===== config.mk =====
export PLATFORM = sky130hd
export DESIGN_NAME = isrt_sqrt
export DESIGN_NICKNAME = d
export VERILOG_FILES = /design/src/hdl/isrt_pkg.sv /design/src/hdl/isrt_sqrt.sv
export SDC_FILE = /design/constraint.sdc
export NUM_CORES = 2
export LEC_CHECK = 0
export BUFFER_PORTS_ARGS = -buffer_cell sky130_fd_sc_hd__clkbuf_2
export CAP_MARGIN = 30
export CORE_AREA = 2 2 320 322
export CTS_CLUSTER_SIZE = 24
export DETAILED_ROUTE_END_ITERATION = 7
export DIE_AREA = 0 0 322 324
export PLACE_DENSITY = 0.66
export SLEW_MARGIN = 20
export SYNTH_ARGS = -nofsm -noshare
export SYNTH_HDL_FRONTEND = slang
export SYNTH_SLANG_ARGS = --single-unit

===== constraint.sdc =====
create_clock -name clk -period 7.95 [get_ports clk]
set_input_delay 2.385 -clock clk [delete_from_list [all_inputs] [get_ports clk]]
set_output_delay 2.385 -clock clk [all_outputs]
set_load 0.02 [all_outputs]

===== src/hdl/isrt_pkg.sv =====
// ---------------------------------------------------------------------------
// isrt_pkg
// Types and constants of the image-source reflection tap.
// ---------------------------------------------------------------------------
package isrt_pkg;

  localparam int AD_W    = 20;  // |image - listener| per axis in mm
  localparam int D2_W    = 42;  // squared distance in mm^2
  localparam int ROOT_W  = 21;  // distance in mm
  localparam int QUO_W   = 36;  // width of 10^6 * 2^16 / d2
  localparam int ORD_W   = 5;
  localparam int GAIN_W  = 24;
  localparam int DELAY_W = 17;
  localparam int REFL_W  = 17;
  localparam int SCALE_W = 16;
  localparam int POS_W   = 48;
  localparam int POW_STEPS = 24;  // largest order: three indices of magnitude 8

  localparam logic [QUO_W-1:0]   DIST_NUM  = 36'd65536000000;  // 1 m^2 in Q16 mm^2
  localparam logic [GAIN_W-1:0]  GAIN_MAX  = '1;
  localparam logic [DELAY_W-1:0] DELAY_MAX = '1;
  localparam logic [GAIN_W-1:0]  UNITY_Q16 = 24'd65536;

  localparam logic [REFL_W-1:0]  REFL_RESET  = 17'd62259;
  localparam logic [SCALE_W-1:0] SCALE_RESET = 16'd3924;

  typedef enum logic [2:0] {
    REG_ROOM     = 3'd0,
    REG_SOURCE   = 3'd1,
    REG_LISTENER = 3'd2,
    REG_REFL     = 3'd3,
    REG_SCALE    = 3'd4
  } reg_idx_t;

  typedef struct packed {
    logic signed [3:0] z_image;
    logic signed [3:0] y_image;
    logic signed [3:0] x_image;
  } image_req_t;

  typedef struct packed {
    logic [DELAY_W-1:0] delay_samples;
    logic [GAIN_W-1:0]  tap_gain;
    logic [ORD_W-1:0]   reflection_order;
    logic               usable_tap;
  } tap_req_t;

endpackage


===== src/hdl/isrt_sqrt.sv =====
// ---------------------------------------------------------------------------
// isrt_sqrt
// Integer square root, one result bit per register stage.
// ---------------------------------------------------------------------------
module isrt_sqrt (
  input  logic                          clk,
  input  logic                          en,
  input  logic [isrt_pkg::D2_W-1:0]     d2,
  output logic [isrt_pkg::ROOT_W-1:0]   root
);

  localparam int N = isrt_pkg::ROOT_W;

  logic [isrt_pkg::D2_W-1:0] v   [N];
  logic [isrt_pkg::D2_W-1:0] res [N];

  for (genvar k = 0; k < N; k++) begin : g_stage
    localparam logic [isrt_pkg::D2_W-1:0] BIT = isrt_pkg::D2_W'(1) << (2 * (N - 1 - k));
    logic [isrt_pkg::D2_W-1:0] v_in, res_in, trial;
    if (k == 0) begin : g_first
      assign v_in   = d2;
      assign res_in = '0;
    end else begin : g_rest
      assign v_in   = v[k-1];
      assign res_in = res[k-1];
    end
    assign trial = res_in + BIT;

    // Try the bit, keep it when it fits
    always_ff @(posedge clk) begin
      if (en) begin
        if (v_in >= trial) begin
          v[k]   <= v_in - trial;
          res[k] <= (res_in >> 1) + BIT;
        end else begin
          v[k]   <= v_in;
          res[k] <= res_in >> 1;
        end
      end
    end
  end

  assign root = res[N-1][isrt_pkg::ROOT_W-1:0];

endmodule


# Yosys cells after proc, flatten, opt, wreduce, memory -nomap -nowiden

Memory sizes are Yosys's and may differ from the RTL's.
Index checks and enable logic that the tools add are counted.

Flip-flop bits (word level): 0
Memory bits (writable): 1,764
Output and inout port bits: 21
Word-level logic and storage cells: 294
Memories: 2

Memory list:

| memory | words | bits a word | read ports | clocked after Yosys merged registers in | wr ports | line            | source |
|---|---|---|---|---|---|---|---|
| res    | 21    | 42          | 21         | 0                                       | 21       | isrt_sqrt.sv:15 | `logic [isrt_pkg::D2_W-1:0] res [N];` |
| v      | 21    | 42          | 20         | 0                                       | 21       | isrt_sqrt.sv:14 | `logic [isrt_pkg::D2_W-1:0] v [N];` |

Add/subtract/negate cells: 61
Magnitude comparators: 21
Mux-type cells: 168
Bitwise gates (word level): 42

Operator list:

| operator                                                         | count |
|---|---|
| 42-bit two-way mux                                               | 42 |
| 42-bit greater-or-equal comparator                               | 20 |
| 42-bit subtractor                                                | 20 |
| 1-bit two-way mux                                                | 126 |
| 41-bit by 1-bit adder with 42-bit output, second input constant  | 1 |
| 41-bit by 11-bit adder with 42-bit output, second input constant | 1 |
| 41-bit by 13-bit adder with 42-bit output, second input constant | 1 |
| 41-bit by 15-bit adder with 42-bit output, second input constant | 1 |
| 41-bit by 17-bit adder with 42-bit output, second input constant | 1 |
| 41-bit by 19-bit adder with 42-bit output, second input constant | 1 |
| 41-bit by 21-bit adder with 42-bit output, second input constant | 1 |
| 41-bit by 23-bit adder with 42-bit output, second input constant | 1 |
| 41-bit by 25-bit adder with 42-bit output, second input constant | 1 |
| 41-bit by 27-bit adder with 42-bit output, second input constant | 1 |
| 41-bit by 29-bit adder with 42-bit output, second input constant | 1 |
| 41-bit by 3-bit adder with 42-bit output, second input constant  | 1 |
| 41-bit by 31-bit adder with 42-bit output, second input constant | 1 |
| 41-bit by 33-bit adder with 42-bit output, second input constant | 1 |
| 41-bit by 35-bit adder with 42-bit output, second input constant | 1 |
| 41-bit by 37-bit adder with 42-bit output, second input constant | 1 |
| 41-bit by 39-bit adder with 42-bit output, second input constant | 1 |
| 41-bit by 5-bit adder with 42-bit output, second input constant  | 1 |
| 41-bit by 7-bit adder with 42-bit output, second input constant  | 1 |
| 41-bit by 9-bit adder with 42-bit output, second input constant  | 1 |
| 23 further kinds                                                 | 64 |

# Longest topological paths before layout

An unclocked memory read counts as a cell.

Depth in word-level cells: 7
Depth in mapped cells: 13
Depth with buffers taken out: 12

# Least setup slack after synthesis

No wires, ideal clock.

Kind: input to register
Start point: in en
End point: mem res[2][100] (netlist bit) (enable)
Library setup time: 440 ps
Arrival time: 4,617 ps
Required time: 7,510 ps
Path slack: 2,893 ps
Stages: 3
Path buffers: 3
Cells stage by stage: clkbuf_1 clkbuf_1 clkbuf_1

RTL lines:

| item               | line            | source |
|---|---|---|
| start: declaration | isrt_sqrt.sv:7  | `input logic en,` |
| end: declaration   | isrt_sqrt.sv:15 |  |

==> reports/metrics.cfg <==
[timing]
tns_ps = 0
max_freq_mhz = 205.4
slew_violations = 0
hold_viol = 0
finalCriticalPeriod_ps = 4867
period_share_pct = 61.23
max_slew_margin_pct = 34.87
final-setup-viol-count = 0
rsz0062_at_grt = false
worstMarginPinSlew_ps = 969.5
final.setup.worst_slack_ps = 3083
fin_worst_skew_ps = 58.54

[logic_synthesis]
yosysUniqueCellTypes = 90
synthFlopType = edfxtp_1
avgSynthCellArea_um2 = 12.67
synth-seq-cells = 1071
ys_seq_area_share_pct = 62.87
synthesis.instances = 4039
synth_nets = 4332
synth-edff-count = 1071
synth_area_um2 = 51150
yosys_warnings = 0
async_flop_share_pct = 0

[drt]
num_vias = 31590
drt_iter0_drc = 2306
wl_um = 114600
postRouteAntennaNets = 0
dr.pass1.iters = 7
drcViolationCount = 0
via_per_inst = 5.672
wire_per_inst_um = 20.58

[finish]
area_delta_synth_final_pct = 11.06
nets = 4461
mostFrequentLayoutCells = 1071 x edfxtp_1, 319 x inv_1, 290 x nand2_1
stdcell_count = 5569
final_core_util_pct = 56.24
drive_gt1_share_pct = 7.515
layout_commonest_cell = edfxtp_1

[grt]
grt_overflow = 0
grt_max_degree = 185
top_usage_layer = met2
grt_pass1_wl_um = 175500
grt_use_met3_pct = 2.547
grt_use_met2_pct = 42.98
grt_antenna_before_repair = 2
grt_pass1_vias = 31110
globalRouteTotalUtil_pct = 22.03
gr-usage-met1_pct = 23.47

[worst_setup_path]
critPathMaxFanout = 68
crit_path_start_kind = input pin
cp-startpoint = en
end_kind = flop
worstPathArrival_ps = 5340
critPathMaxStageDelay_ps = 790
rrSetupSlack_ps = 4150
worstReg2RegEnd = v[2][41]
r2r_start = v[1][158]
slowest_stage = buf_4
critical_path.cell_chain = buf_8 > buf_4 > buf_4 > nand2b_1 > nor4_2 > buf_2 > nand2b_1 > nor2_1 > xor2_1
r2r_cells = 8
path_class = input pin to flop
required_ps = 8420

[hold_path]
min_path_cells = 0
worstHoldEndpoint = v[2][58]
hp-start = v[2][16]
hold_path_class = flop to flop

[power_and_ir_drop]
p_per_area_nw_per_um2 = 266.0
p_total_uw = 15110
p_leak_uw = 0.02109
vdd_drop_max_mv = 0.2210

[placed_design]
place_hpwl_um = 87030
post-place-cells = 5360
gp_congestion = 0.9103
dp_slack_ps = 2123
portBuffers = 64

[clock_tree]
clockRootBuffer = clkbuf_16
numCtsBuffers = 109
clk_pin_slew_worst_paths_ps = 60
cts_tree = built
clk_latency_ps = 740
post_cts_resize_count = 0
clock_sinks = 1071
htreeDepth = 3
cts_setup_buffers = 0
clockBufferDepth = 3
hold_buffers = 0

[floorplanning]
ios = 65
coreArea_um2 = 101000
rows = 117
floorplan.initialDensity_pct = 50.64
die-area_um2 = 104300
fp.dieH_um = 324
fp.dieW_um = 322

[outcome]
outcome = completed

[run]
cap_violations = 0

worst max-delay path, delay by kind of cell:
family        cells  cell delay, ps
buf+inv           4            2030
simple gates      4             700
xor+xnor          1             130
through the flow:
step                      hold WS, ps  area (µm²)
final                           436.5       56810
after global routing            448.5       56810
after CTS                       441.5       56730
after detailed placement        427.3       53090
after global placement          419.6       53050
after floorplan                 416.6       51150
routing by layer:
layer | wire length (µm) | part of all wire (%) | vias to the layer above
met5 | 0 | 0 | -
met3 | 3840 | 3.4 | 249
met1 | 42570 | 37 | 15240
met4 | 5414 | 4.7 | 0
li1 | - | - | 15370
met2 | 62780 | 55 | 725
synthesized netlist by cell type, types with 12 or more instances:
cell         n  area share (%)
mux2_2      17            0.37
nand2b_1    51            0.62
o31ai_1     33            0.48
nand3_1     65            0.64
nor2b_1     43            0.53
clkbuf_1    67            0.49
edfxtp_1  1071              63
and2_1      15            0.18
a31oi_1     21            0.26
nor4_1     129             1.6
xor2_1     197             3.4
ha_1       249             6.1
or3_1       53            0.65
or4_1       31            0.45
nor2_1     207             1.5
a211o_1     12            0.21
o21a_1      63            0.92
a21o_1      57            0.84
o211ai_1    15            0.22
nor4b_1     22            0.38
o21bai_1    14            0.21
nand2_1    290             2.1
or2_2       17            0.21
nor3_1     137             1.3
inv_1      319             2.3
nand4_1     51            0.62
nand3b_1    15            0.22
o21ai_0    242             2.4
a211oi_1    21            0.31
a21oi_1    179             1.8
nand4b_1    15            0.26
xnor2_1    149             2.6
state kept, by name, indices dropped and copies added, names as in the netlist:
signal  flops
v         840
res       231
worst max path at each step:
| stage | endpoint | slack, ps | depth (start not counted) |
|---|---|---|---|
| finish | v[0][165] | 3080 | 9 |
| global route | v[0][165] | 2870 | 9 |
| CTS | v[0][165] | 2900 | 8 |
| detailed placement | v[0][165] | 2120 | 8 |
| global placement | v[0][165] | 2120 | 8 |
| floorplan | res[2][100] | 2890 | 3 |
cell families after synthesis:
logic type      Yosys count  synth area share, %
simple gates           1211                12.59
flops                  1071                62.87
compound gates          737                8.960
buf+inv                 399                3.013
xor+xnor                346                5.924
fa+ha+maj               249                6.090
mux                      26               0.5528
power breakdown:
part / internal [µW] / total (µW) / switching, µW
logic: 994 / 2400 / 1410
registers: 7050 / 7560 / 512
clock network: 2960 / 5150 / 2180
total: 11000 / 15100 / 4100
area by class of cell:
| class | count | area, µm² |
|---|---|---|
| Fill cell | 8157 | 44200 |
| Tap cell | 1309 | 1638 |
| Sequential cell | 1071 | 32160 |
| Antenna cell | 2 | 5.005 |
| Multi-Input combinational cell | 2569 | 17500 |
| Clock buffer | 133 | 2818 |
| Inverter | 320 | 1201 |
| Timing Repair Buffer | 97 | 656.9 |
| Clock inverter | 68 | 827.0 |
Power figures use the tool's default switching activity.
