`src/hdl/isrt_pkg.sv`:
```
// ---------------------------------------------------------------------------
// isrt_pkg
// Types and constants of the image-source reflection tap.
// ---------------------------------------------------------------------------
package isrt_pkg;

  localparam int AD_W    = 20;  // |image - listener| per axis in mm
  localparam int D2_W    = 42;  // squared distance in mm^2
  localparam int ROOT_W  = 21;  // distance in mm
  localparam int QUO_W   = 36;  // width of 10^6 * 2^16 / d2
  localparam int ORD_W   = 5;
  localparam int GAIN_W  = 24;
  localparam int DELAY_W = 17;
  localparam int REFL_W  = 17;
  localparam int SCALE_W = 16;
  localparam int POS_W   = 48;
  localparam int POW_STEPS = 24;  // largest order: three indices of magnitude 8

  localparam logic [QUO_W-1:0]   DIST_NUM  = 36'd65536000000;  // 1 m^2 in Q16 mm^2
  localparam logic [GAIN_W-1:0]  GAIN_MAX  = '1;
  localparam logic [DELAY_W-1:0] DELAY_MAX = '1;
  localparam logic [GAIN_W-1:0]  UNITY_Q16 = 24'd65536;

  localparam logic [REFL_W-1:0]  REFL_RESET  = 17'd62259;
  localparam logic [SCALE_W-1:0] SCALE_RESET = 16'd3924;

  typedef enum logic [2:0] {
    REG_ROOM     = 3'd0,
    REG_SOURCE   = 3'd1,
    REG_LISTENER = 3'd2,
    REG_REFL     = 3'd3,
    REG_SCALE    = 3'd4
  } reg_idx_t;

  typedef struct packed {
    logic signed [3:0] z_image;
    logic signed [3:0] y_image;
    logic signed [3:0] x_image;
  } image_req_t;

  typedef struct packed {
    logic [DELAY_W-1:0] delay_samples;
    logic [GAIN_W-1:0]  tap_gain;
    logic [ORD_W-1:0]   reflection_order;
    logic               usable_tap;
  } tap_req_t;

endpackage

```
`src/hdl/isrt_front.sv`:
```
// ---------------------------------------------------------------------------
// isrt_front
// Index clamp, mirrored coordinates, per-axis squares and squared distance.
// Four register stages, all advancing on en.
// ---------------------------------------------------------------------------
module isrt_front #(
  parameter int MAX_REFS = 7
) (
  input  logic                          clk,
  input  logic                          en,
  input  isrt_pkg::image_req_t          req,
  input  logic [isrt_pkg::POS_W-1:0]    room,
  input  logic [isrt_pkg::POS_W-1:0]    source,
  input  logic [isrt_pkg::POS_W-1:0]    listener,
  output logic [isrt_pkg::D2_W-1:0]     d2,
  output logic [isrt_pkg::ORD_W-1:0]    order
);

  localparam logic signed [4:0] LIM = 5'(MAX_REFS);

  logic signed [4:0]             n_raw [3];
  logic signed [4:0]             n_s1  [3];
  logic [isrt_pkg::AD_W-1:0]     ad_s2 [3];
  logic [isrt_pkg::ORD_W-1:0]    ord_s2, ord_s3;
  logic [2*isrt_pkg::AD_W-1:0]   sq_s3 [3];
  logic signed [22:0]            diff  [3];
  logic [3:0]                    an    [3];

  assign n_raw[0] = 5'(req.x_image);
  assign n_raw[1] = 5'(req.y_image);
  assign n_raw[2] = 5'(req.z_image);

  // Per-axis mirrored coordinate minus listener
  for (genvar a = 0; a < 3; a++) begin : g_axis
    logic signed [22:0] r, s, l, c;
    assign r = $signed({7'd0, room[16*a +: 16]});
    assign s = $signed({7'd0, source[16*a +: 16]});
    assign l = $signed({7'd0, listener[16*a +: 16]});
    assign c = 23'(n_s1[a]) * r + (n_s1[a][0] ? (r - s) : s);
    assign diff[a] = c - l;
    assign an[a] = n_s1[a][4] ? 4'(-n_s1[a]) : 4'(n_s1[a]);
  end

  // Stage 1: clamped indices
  always_ff @(posedge clk) begin
    if (en) begin
      for (int a = 0; a < 3; a++) begin
        if (n_raw[a] > LIM) n_s1[a] <= LIM;
        else if (n_raw[a] < -LIM) n_s1[a] <= -LIM;
        else n_s1[a] <= n_raw[a];
      end
    end
  end

  // Stage 2: absolute distances per axis and order
  always_ff @(posedge clk) begin
    if (en) begin
      for (int a = 0; a < 3; a++)
        ad_s2[a] <= diff[a][22] ? isrt_pkg::AD_W'(-diff[a]) : isrt_pkg::AD_W'(diff[a]);
      ord_s2 <= isrt_pkg::ORD_W'(an[0]) + isrt_pkg::ORD_W'(an[1]) + isrt_pkg::ORD_W'(an[2]);
    end
  end

  // Stage 3: squares
  always_ff @(posedge clk) begin
    if (en) begin
      for (int a = 0; a < 3; a++) sq_s3[a] <= ad_s2[a] * ad_s2[a];
      ord_s3 <= ord_s2;
    end
  end

  // Stage 4: squared distance
  always_ff @(posedge clk) begin
    if (en) begin
      d2 <= isrt_pkg::D2_W'(sq_s3[0]) + isrt_pkg::D2_W'(sq_s3[1])
          + isrt_pkg::D2_W'(sq_s3[2]);
      order <= ord_s3;
    end
  end

endmodule

```
`config.mk`:
```
export PLATFORM = sky130hd
export DESIGN_NAME = isrt_front
export DESIGN_NICKNAME = d
export VERILOG_FILES = /design/src/hdl/isrt_pkg.sv /design/src/hdl/isrt_front.sv
export SDC_FILE = /design/constraint.sdc
export NUM_CORES = 2
export LEC_CHECK = 0
export BUFFER_PORTS_ARGS = -buffer_cell sky130_fd_sc_hd__buf_2
export CAP_MARGIN = 25
export CORE_UTILIZATION = 46
export DETAILED_ROUTE_END_ITERATION = 6
export SLEW_MARGIN = 0
export SYNTH_ARGS = -nofsm -noshare
export SYNTH_HDL_FRONTEND = slang
export SYNTH_SLANG_ARGS = --single-unit
```
`constraint.sdc`:
```
create_clock -name clk -period 8 [get_ports clk]
set_input_delay 1.2 -clock clk [delete_from_list [all_inputs] [get_ports clk]]
set_output_delay 1.2 -clock clk [all_outputs]
set_load 0.03 [all_outputs]
```
== Word level (Yosys, flattened, before mapping) ==
Memories as Yosys holds them, arrays and structs flattened.
Index checks and enable logic that the tools add are counted.
Storage, ports and cells
  memory bits (writable): 195
  logic and storage cells: 94
  output and inout port bits: 47
  register bits after elaboration: 57
  memories: 3
Memories
  sq_s3: words 3, bits a word 40, read ports 3, clocked after memory_dff 0, wr ports 3, RTL line isrt_front.sv:25  | logic [2*isrt_pkg::AD_W-1:0] sq_s3 [3];
  ad_s2: words 3, bits a word 20, read ports 3, clocked after memory_dff 0, wr ports 3, RTL line isrt_front.sv:23  | logic [isrt_pkg::AD_W-1:0] ad_s2 [3];
  n_s1: words 3, bits a word 5, read ports 3, clocked after memory_dff 0, wr ports 3, RTL line isrt_front.sv:22  | logic signed [4:0] n_s1 [3];
Cells by class
  add/subtract/negate cells: 19
  $mul: 6
  bitwise gates (word level): 6
  multiplexer cells: 50
  order comparisons: 6
Operator list (number)
  20-bit by 20-bit multiplier with 40-bit output: 3
  22-bit by 23-bit adder with 23-bit output: 3
  23-bit two-way mux: 3
  23-bit by 17-bit subtractor with 23-bit output: 3
  5-bit by 17-bit multiplier with 22-bit output: 3
  20-bit two-way mux: 3
  20-bit negation: 3
  16-bit by 16-bit subtractor with 17-bit output: 3
  41-bit by 40-bit adder with 42-bit output: 1
  40-bit by 40-bit adder with 41-bit output: 1
  1-bit two-way mux: 35
  5-bit two-way mux: 6
  4-bit greater-than comparator, second input constant: 3
  4-bit less-than comparator, second input constant: 3
  4-bit two-way mux: 3
  4-bit negation: 3
  1-bit OR: 6
  4-bit by 4-bit adder with 5-bit output: 1
  5-bit by 4-bit adder with 5-bit output: 1

== Depth between registers and ports, before layout ==
  word-level depth: 7
  depth in mapped cells: 30

== Least setup slack after synthesis ==
OpenSTA, ideal clock, no wires.
  path kind: reg-to-reg
  from: memory ad_s2[0][27] (netlist name)
  to: memory sq_s3[0][78] (netlist name) (data pin)
  data arrival time: 7.039 ns
  required time: 7.742 ns
  setup slack: 0.703 ns
  buffers on the path: 2
  stages on the path, launching flop included: 24
  cell sequence: edfxtp_1 > clkbuf_1 > clkbuf_1 > nand2_1 > fa_1 > fa_1 > fa_1 > inv_1 > fa_1 > fa_1 > fa_1 > inv_1 > fa_1 > inv_1 > ha_1 > nand4_1 > nor2_1 > inv_1 > a2111oi_0 > o22ai_1 > o311ai_0 > a31oi_1 > o311a_1 > xnor2_1
RTL lines (RTL line)
  start, declared: isrt_front.sv:23
  end, declared: isrt_front.sv:25

==> flow_summary.yaml <==
run_status:
  outcome: "finished, final reports clean"
die:
  die_x_um: 362.7
  num_rows: 131
  io_pins: 205
  die_height_um: 362.7
  core_area_mm2: 0.1283
  dieArea_mm2: 0.1316
  start_util_pct: 46.64
synthesis:
  yosysMostFrequentCell: "inv_1"
  synth_top_area_share_pct: 37.73
  synth_edf_count: 246
  synth-seq-area-share_pct: 12.34
  synth_top_cell_by_area: "fa_1"
  ys.flop_type: "edfxtp_1"
  synth_area_leaders: "fa_1 (38%), ha_1 (14%), edfxtp_1 (12%)"
  ys_types: 87
  synth_area_mm2: 0.05986
  postSynthAreaPerCell_um2: 9.501
  synth_cells: 6300
  synth_common_cells: "inv_1 (1603), fa_1 (1128), ha_1 (679)"
  yosys_warnings: 0
  ys_ff_latch: 246
  async_reset_ff_share_pct: 0
run:
  cap_violations: 0
routing:
  drc: 0
  antenna_left: 0
  drt-total-wl_um: 138300
  first_pass_iters: 5
  wire_per_inst_um: 16.76
  vias: 41632
  vias_per_cell: 5.043
  drt_iter0_drc: 2008
final_layout:
  final_core_util_pct: 50.26
  area_growth_pct: 7.763
  nNetsFinal: 8466
  layout-drive-gt1-share_pct: 6.451
  fill_cells: 12047
  antenna_cells: 0
setup_path:
  critPathLaunchType: "flip-flop"
  end_kind: "flip-flop"
  rr_endpoint: "sq_s3[0][78]$_DFFE_PP_"
  r2r.worst_path.cells: 23
  critPathRequiredTime_ns: 8.33
  reg2reg_from: "ad_s2[0][25]$_DFFE_PP_"
  criticalPathCategory: "flip-flop to flip-flop"
  cp_max_fo: 13
  cp_data_arrival_time_ns: 7.96
  reg2reg_slack_ns: 0.38
cts:
  clk_latency_ns: 0.61
  htreeDepth: 2
  cts.sinks: 246
  path_clk_slew_ns: 0.06
  cts_tree: "built"
  cts_made_buffers: 34
  root_buffer: "clkbuf_16"
  cts_hold_buf: 0
  clock_path_buffers: 3
sta:
  slew_headroom_pct: 32.81
  fmax_ghz: 0.1312
  finClkSkew_ns: 0.05092
  finalMaxSlewViolations: 0
  setup_violations: 0
  period_minus_slack_ns: 7.623
  finalCritPeriodShare_pct: 95.28
  rsz0062_at_grt: "false"
  fin_tns_setup_ns: 0
  whs_ns: 0.4207
  finalHoldViolations: 0
  tightest_slew_ns: 1.008
placed_design:
  port_buffers: 204
  dpl.hpwl_um: 119500
  place.gp.congestion: 0.9111
hold_path:
  worstHoldEndpoint: "order[3]$_DFFE_PP_"
  hold_path.class: "flip-flop to flip-flop"
  hp-start: "ord_s3[3]$_DFFE_PP_"
  min_path_cells: 0
global_route:
  grt_start_max_net_pins: 96
  track_usage_pct: 21.83
  grt_pass1_vias: 44517
  gr-total-overflow: 0
  grt_pass1_wl_um: 228900
  antenna_found_initial: 3
## cell usage in the layout (no fill, tap or decap), types with 56 or more instances in the layout
cell,count
inv_1,1603
buf_4,111
xor2_1,105
buf_2,203
nor2_1,250
fa_1,1128
ha_1,679
nand2_1,490
a21o_1,94
nor3_1,56
xnor2_1,193
and2_1,376
a21oi_1,206
o21ai_0,103
nand2b_1,73
edfxtp_1,246
## how the worst max path moves through the flow
| stage | startpoint | to | depth (start not counted) |
|---|---|---|---|
| 5_1_grt | ad_s2[0][4]$_DFFE_PP_ | sq_s3[0][37]$_DFFE_PP_ | 26 |
| 2_1_floorplan | ad_s2[0][27]$_DFFE_PP_ | sq_s3[0][78]$_DFFE_PP_ | 23 |
| 4_1_cts | ad_s2[0][28]$_DFFE_PP_ | sq_s3[0][78]$_DFFE_PP_ | 27 |
| 3_3_place_gp | room[0] | ad_s2[0][19]$_DFFE_PP_ | 28 |
| 3_5_place_dp | room[0] | ad_s2[0][19]$_DFFE_PP_ | 28 |
| 6_report | ad_s2[0][25]$_DFFE_PP_ | sq_s3[0][78]$_DFFE_PP_ | 23 |
## area by class of cell
cell class / count / area [µm²] / area share, %
Sequential cell: 246 / 7387 / 11.45
Tap cell: 1729 / 2163 / 3.354
Multi-Input combinational cell: 4292 / 45840 / 71.06
Clock inverter: 23 / 289.0 / 0.4481
Inverter: 1609 / 6040 / 9.363
Timing Repair Buffer: 318 / 1924 / 2.983
Clock buffer: 38 / 865.8 / 1.342
## through the flow
| step | std cells | worst slack (ns) | area [µm²] |
|---|---|---|---|
| global route | 8255 | 0.03453 | 64500 |
| finish | 8255 | 0.3772 | 64500 |
| detailed placement | 8176 | 0.1495 | 63170 |
| CTS | 8237 | 0.2526 | 64320 |
| floorplan | 6302 | 0.7030 | 59860 |
| global placement | 8176 | 0.3219 | 63170 |
## per-layer routing
| metal | vias up | track usage [%] | share of wire (%) |
|---|---|---|---|
| li1 | 19863 | - | - |
| met1 | 20871 | 29.31 | 45 |
| met2 | 729 | 37.51 | 49 |
| met3 | 169 | 1.973 | 3.7 |
| met4 | 0 | 6.271 | 2.9 |
| met5 | - | 0 | 0 |
## state kept, by name, indices dropped and copies added (netlist names)
signal and flops:
ad_s2 60, d2 42, n_s1 12, ord_s2 5, ord_s3 5, order 5, sq_s3 117
## cell families after synthesis
| family | after synthesis | synth area share, % |
|---|---|---|
| adders and majority gates | 1807 | 51.92 |
| other | 1 | 0.006265 |
| and+or+nand+nor | 1473 | 12.21 |
| buffers and inverters | 1764 | 11.11 |
| DFF | 246 | 12.34 |
| muxes | 30 | 0.5121 |
| xor gates and xnor gates | 299 | 4.388 |
| AOI/OAI and AO/OA | 680 | 7.513 |
## critical path, cell delays in order (launching register included)
cell and delay (ns):
edfxtp_1 0.74, nand2_1 0.23, fa_1 0.51, fa_1 0.51, fa_1 0.52, inv_1 0.07, fa_1 0.58, fa_1 0.46
fa_1 0.51, inv_1 0.05, fa_1 0.50, inv_1 0.04, ha_1 0.37, nand4_1 0.18, nor2_2 0.21, inv_1 0.05
a2111oi_0 0.34, buf_4 0.20, o22ai_1 0.13, o311ai_1 0.32, buf_4 0.18, a31oi_1 0.14, o311a_1 0.41, xnor2_1 0.13
## repair_timing
action	CTS	global route
setup buffers	0	18
endpoints found under the setup margin	0	10
gates resized for setup	0	4
Power is left out: the tool's default activity adds up to more than one toggle a clock period on the data nets, which glitch-free logic cannot reach.
